`src/design/assert_macros.svh`:
```
// Assertion macros used by the top-level RTL file.
`ifndef ASSERT_MACROS_SVH
`define ASSERT_MACROS_SVH

// Same-cycle implication, sampled on clk, off while arst_n is low.
`define PPU_ASSERT_NOW(lbl, ante, cons, msg) \
	lbl: assert property (@(posedge clk) disable iff (!arst_n) (ante) |-> (cons)) \
		else $error(msg);

// Next-cycle implication, sampled on clk, off while arst_n is low.
`define PPU_ASSERT_NEXT(lbl, ante, cons, msg) \
	lbl: assert property (@(posedge clk) disable iff (!arst_n) (ante) |=> (cons)) \
		else $error(msg);

`endif

```
`src/design/ppu_pkg.sv`:
```
// Shared constants and types of the packed pixel unpacker.
`default_nettype none

package ppu_pkg;

	localparam int PAL_ENTRIES = 256;
	localparam int PAL_AW      = $clog2(PAL_ENTRIES);
	localparam int PAL_CW      = 9;   // compare width, holds entry count and index + 1
	localparam int PAL_WIDTH   = 24;

	localparam int CFG_IW = 3;
	localparam int CFG_DW = 8;

	localparam logic [CFG_IW-1:0] REG_RED_W  = 3'd0;
	localparam logic [CFG_IW-1:0] REG_GRN_W  = 3'd1;
	localparam logic [CFG_IW-1:0] REG_BLU_W  = 3'd2;
	localparam logic [CFG_IW-1:0] REG_ALP_W  = 3'd3;
	localparam logic [CFG_IW-1:0] REG_ORDER  = 3'd4;
	localparam logic [CFG_IW-1:0] REG_PAL_EN = 3'd5;

	localparam logic [3:0] RST_RGB_W  = 4'd8;
	localparam logic [5:0] RST_ALP_W  = 6'd8;
	localparam logic [7:0] RST_ORDER  = 8'd228;

	localparam logic KIND_PIXEL   = 1'b0;
	localparam logic KIND_PALETTE = 1'b1;

	localparam logic [1:0] POS_0 = 2'd0;
	localparam logic [1:0] POS_1 = 2'd1;
	localparam logic [1:0] POS_2 = 2'd2;
	localparam logic [1:0] POS_3 = 2'd3;

	// Decoded format, one slot per color channel (red, green, blue).
	typedef struct packed {
		logic            ok;
		logic            alpha_only;
		logic [2:0][4:0] start;
		logic [2:0][3:0] wid;
		logic [2:0][1:0] pos;
	} fmt_t;

endpackage

`default_nettype wire

```
`src/design/ppu_format.sv`:
```
// Format decode: validity check and per-channel bit offsets.
`default_nettype none

module ppu_format
	import ppu_pkg::*;
(
	input  wire logic [3:0] red_width,
	input  wire logic [3:0] green_width,
	input  wire logic [3:0] blue_width,
	input  wire logic [5:0] alpha_width,
	input  wire logic [7:0] channel_order,
	output fmt_t            fmt
);

	logic [3:0][5:0] wid;
	logic [3:0][1:0] pos;
	logic [6:0]      total;
	logic [2:0][6:0] start;
	logic            pos_unique;
	logic            rgb_fit;

	always_comb begin
		wid[0] = {2'b00, red_width};
		wid[1] = {2'b00, green_width};
		wid[2] = {2'b00, blue_width};
		wid[3] = alpha_width;
		for (int i = 0; i < 4; i++) begin
			pos[i] = channel_order[2*i +: 2];
		end
		total = 7'(wid[0]) + 7'(wid[1]) + 7'(wid[2]) + 7'(wid[3]);

		// channel offset = widths of every channel packed below it
		for (int i = 0; i < 3; i++) begin
			start[i] = '0;
			for (int k = 0; k < 4; k++) begin
				if (k != i && pos[k] < pos[i]) begin
					start[i] = start[i] + 7'(wid[k]);
				end
			end
		end

		pos_unique = (pos[0] != pos[1]) && (pos[0] != pos[2]) && (pos[0] != pos[3]) &&
		             (pos[1] != pos[2]) && (pos[1] != pos[3]) && (pos[2] != pos[3]);
		rgb_fit = (red_width <= 4'd8) && (green_width <= 4'd8) && (blue_width <= 4'd8);

		fmt.ok = (total != 7'd0) && (total[2:0] == 3'd0) && (total <= 7'd32) &&
		         pos_unique && rgb_fit;
		fmt.alpha_only = (red_width == 4'd0) && (green_width == 4'd0) &&
		                 (blue_width == 4'd0);
		for (int i = 0; i < 3; i++) begin
			fmt.start[i] = start[i][4:0];
			fmt.wid[i]   = wid[i][3:0];
			fmt.pos[i]   = pos[i];
		end
	end

endmodule

`default_nettype wire
```
`config.mk`:
```
export PLATFORM = sky130hd
export DESIGN_NAME = ppu_format
export DESIGN_NICKNAME = d
export VERILOG_FILES = /design/src/design/assert_macros.svh /design/src/design/ppu_pkg.sv /design/src/design/ppu_format.sv
export SDC_FILE = /design/constraint.sdc
export NUM_CORES = 1
export LEC_CHECK = 0
export ABC_AREA = 1
export BUFFER_PORTS_ARGS = -buffer_cell sky130_fd_sc_hd__buf_2
export CORE_MARGIN = 2
export CORE_UTILIZATION = 45
export DETAILED_ROUTE_END_ITERATION = 8
export PLACE_DENSITY = 0.81
export SETUP_SLACK_MARGIN = 0.05
export SLEW_MARGIN = 15
export SYNTH_ARGS = -nofsm -noshare
export SYNTH_HDL_FRONTEND = slang
export SYNTH_SLANG_ARGS = --single-unit
```
`constraint.sdc`:
```
create_clock -name vclk -period 4.1
set_clock_uncertainty 0.1 [all_clocks]
set_input_delay 0.41 -clock vclk [all_inputs]
set_output_delay 0.41 -clock vclk [all_outputs]
set_load 0.02 [all_outputs]
```
==> summary by stage <==
Place
The cell count after placement is 431. The HPWL after detailed placement is 4510 um. The global placer's final weighted congestion is 0.862.

The total of buffers placed on input and output ports is 61.

Die
The height of the die is 73.7 um. The horizontal die dimension is 73.7 um. For this design the top-level I/O count stands at 61. The floorplan has 25 rows. For this configuration, the core starts out at a cell density of 46.5%. The core region is 4690 um^2.

The floorplan step defined a die boundary enclosing 5430 um^2.

Flow run
Across the run, the number of max-cap violations was 0.

GRT
Global routing used 19.7% of the available tracks across all layers. Entering global routing, the biggest net connects 11 pins. The via count of the first global-routing pass is 1954. The first-pass GRT wire length is 8580 um. The number of antenna violations at the first check in global routing is 0. The total overflow reported by the global router is 0.

Detailed routing
The detailed router finished its first iteration with 88 violations. The first-pass detailed-route iteration total is 5. The count of nets left with antenna violations once routing finished came out at 0.

After detailed routing, the number of remaining DRC violations is 0. The detailed-route vias per instance is 5.10. Summing over every cut layer, the via total after detailed routing is 2205. The routed design has 5150 um of wire. The average wire length per cell after detail routing is 11.9 um.

STA
The clock period minus final worst setup slack is 3840 ps. The post-route setup TNS is 0 ps. Setup repair after global routing could not meet its margin everywhere. The hold violation total from the final report was 0. The fmax is 261 MHz. Setup violations remaining at the end of the flow were counted as 0. The number of pins with negative max-slew slack in the final report came to 0. The fraction of the cycle the final worst path needs is 93.6%. At the pin with the least slew margin, the transition time is 456 ps. Measured against its own limit, the worst slew margin works out to 69.6%.

Setup path
STA puts the critical path data required time at 3590 ps. The startpoint-to-endpoint class of the critical path is in2out. The critical-path maximum fanout is 7. The worst endpoint data arrival time is 3330 ps. STA classifies the critical path endpoint as an output port.

The worst setup path is launched from an input pin.

Yosys
Each instance of the synthesized netlist takes up on average 6.54 um^2. In the synthesized netlist, the number of instances is 334. The synthesized netlist contains 29 unique library cells. The total standard cell area after synthesis is 2180 um^2. Synthesis produced a netlist with a net count of 417. The number of warnings printed during yosys synthesis is 0.

The share of the Yosys chip area taken by registers is 0%.

Final layout
Counting the fill cells in the layout gives 479. The area growth from synthesis to layout is 12.2%. The finished layout holds 432 standard cells, fillers aside. The antenna diode count is 0.

Cells with a size suffix above 1 make up 21.4% of the layout. Sequential cells placed in the final layout were counted as 0. The combined flip-flop and latch cell area is 0 um^2. Counting the clock-network buffers in the layout gives 0. The final net count is 463.

Power
In this run the power density over the cells is 230 nW/um^2. Summed over all cells, the static leakage comes to 0.00146 uW. The maximum ir drop on the vdd rail is 102 uV. The completed layout was analyzed and its total power is 563 uW.

Status
The run finished with clean final reports.

Hold path
The min-delay analysis places its worst path in the category in2out.
==> kinds of logic (layout without fill, tap and decap cells) <==
kind of cell	count (synthesis)	after routing	synth area share (%)
compound gates	51	51	14.2
xor+xnor	8	8	3.21
fa+ha+maj	57	57	37.5
buf+inv	83	127	17.5
mux	1	1	0.458
simple gates	134	134	27.2
==> critical path, cell delays in order <==
cell and delay [ps]:
sky130_fd_sc_hd__buf_2 120, sky130_fd_sc_hd__ha_1 320, sky130_fd_sc_hd__a21o_4 250, sky130_fd_sc_hd__nor2_1 110
sky130_fd_sc_hd__ha_2 190, sky130_fd_sc_hd__inv_1 50, sky130_fd_sc_hd__fa_1 390, sky130_fd_sc_hd__xnor2_1 140
sky130_fd_sc_hd__o21ai_1 190, sky130_fd_sc_hd__inv_1 100, sky130_fd_sc_hd__ha_4 280, sky130_fd_sc_hd__nand2_1 60
sky130_fd_sc_hd__nand2_1 70, sky130_fd_sc_hd__a21oi_2 70, sky130_fd_sc_hd__or2_1 230, sky130_fd_sc_hd__nand3_1 70
sky130_fd_sc_hd__nand2_1 50, sky130_fd_sc_hd__nand2_1 50, sky130_fd_sc_hd__buf_2 160
==> worst paths after layout <==
check / start / endpoint / slack [ps] / cells after the start
worst max-delay path: channel_order[1] / fmt[32] / 260 / 19
worst min-delay path: channel_order[5] / fmt[5] / 960 / 2
==> Yosys cell counts <==
cell	number	area, um^2
sky130_fd_sc_hd__nand2_1	72	270
sky130_fd_sc_hd__inv_1	63	236
sky130_fd_sc_hd__ha_1	43	538
sky130_fd_sc_hd__nor2_1	25	93.8
sky130_fd_sc_hd__nand3_1	23	115
sky130_fd_sc_hd__o21ai_0	20	100
sky130_fd_sc_hd__buf_4	18	135
sky130_fd_sc_hd__fa_1	14	280
sky130_fd_sc_hd__a21oi_1	12	60.1
sky130_fd_sc_hd__o21ai_1	8	40.0
sky130_fd_sc_hd__nand2_4	4	45.0
sky130_fd_sc_hd__nand4_1	4	25.0
sky130_fd_sc_hd__xnor2_1	4	35.0
sky130_fd_sc_hd__xor2_1	4	35.0
sky130_fd_sc_hd__a21boi_0	3	22.5
sky130_fd_sc_hd__a21oi_2	2	17.5
sky130_fd_sc_hd__a21oi_4	2	32.5
sky130_fd_sc_hd__or2_1	2	12.5
sky130_fd_sc_hd__a21boi_1	1	7.51
sky130_fd_sc_hd__a21o_4	1	15.0
sky130_fd_sc_hd__inv_2	1	3.75
sky130_fd_sc_hd__inv_4	1	6.26
sky130_fd_sc_hd__mux2i_1	1	10.0
sky130_fd_sc_hd__nand2_2	1	6.26
sky130_fd_sc_hd__nand3b_1	1	7.51
sky130_fd_sc_hd__nor2_4	1	11.3
sky130_fd_sc_hd__nor4_1	1	6.26
sky130_fd_sc_hd__o21ai_2	1	8.76
sky130_fd_sc_hd__o22ai_1	1	6.26
==> repair_timing <==
action,in CTS,in global routing
resized for setup,0,10
hold buffers,0,0
setup endpoints to repair,0,4
setup buffers,0,1
==> metrics by stage <==
step | utilization [%] | hold WS, ps | cell area [um^2] | setup WS [ps]
after floorplan | - | 833 | 2180 | 587
after global placement | 51.6 | 952 | 2420 | 204
after detailed placement | 51.6 | 954 | 2420 | 86.6
after CTS | 51.6 | 954 | 2420 | 82.2
after global routing | 52.2 | 972 | 2450 | 33.9
final | 52.2 | 964 | 2450 | 262
==> cells in the final DEF, fill, tap and decap left out, types with 4 or more instances in the layout <==
| cell | instances |
|---|---|
| sky130_fd_sc_hd__nand2_1 | 72 |
| sky130_fd_sc_hd__inv_1 | 62 |
| sky130_fd_sc_hd__buf_2 | 61 |
| sky130_fd_sc_hd__ha_1 | 41 |
| sky130_fd_sc_hd__nor2_1 | 25 |
| sky130_fd_sc_hd__nand3_1 | 23 |
| sky130_fd_sc_hd__o21ai_0 | 16 |
| sky130_fd_sc_hd__fa_1 | 13 |
| sky130_fd_sc_hd__o21ai_1 | 12 |
| sky130_fd_sc_hd__a21oi_1 | 11 |
| sky130_fd_sc_hd__nand2_4 | 4 |
| sky130_fd_sc_hd__xnor2_1 | 4 |
| sky130_fd_sc_hd__xor2_1 | 4 |
| sky130_fd_sc_hd__nand4_1 | 4 |
==> final cells by class <==
type / count / area, um^2 / area share [%]
multi-input combinational: 251 / 1820 / 74.4
timing repair buffer: 62 / 313 / 12.8
inverter: 65 / 246 / 10.1
tap: 54 / 67.6 / 2.76
==> power breakdown <==
group	switching (uW)	internal (uW)	total (uW)	leakage (uW)
registers	0	0	0	0
clock network	0	0	0	0
logic	347	216	563	0.00146
total	347	216	563	0.00146
==> layer usage <==
metal  up-vias  track usage [%]  part of all wire [%]  wire (um)
met4         0             1.21                  0.66         34
met1      1004             26.6                    43       2220
met3         3            0.412                   5.8        301
li1       1143                -                     -          -
met5         -                0                     0          0
met2        55             36.4                    50       2600
Note: power is estimated with default switching activity, not from simulation.
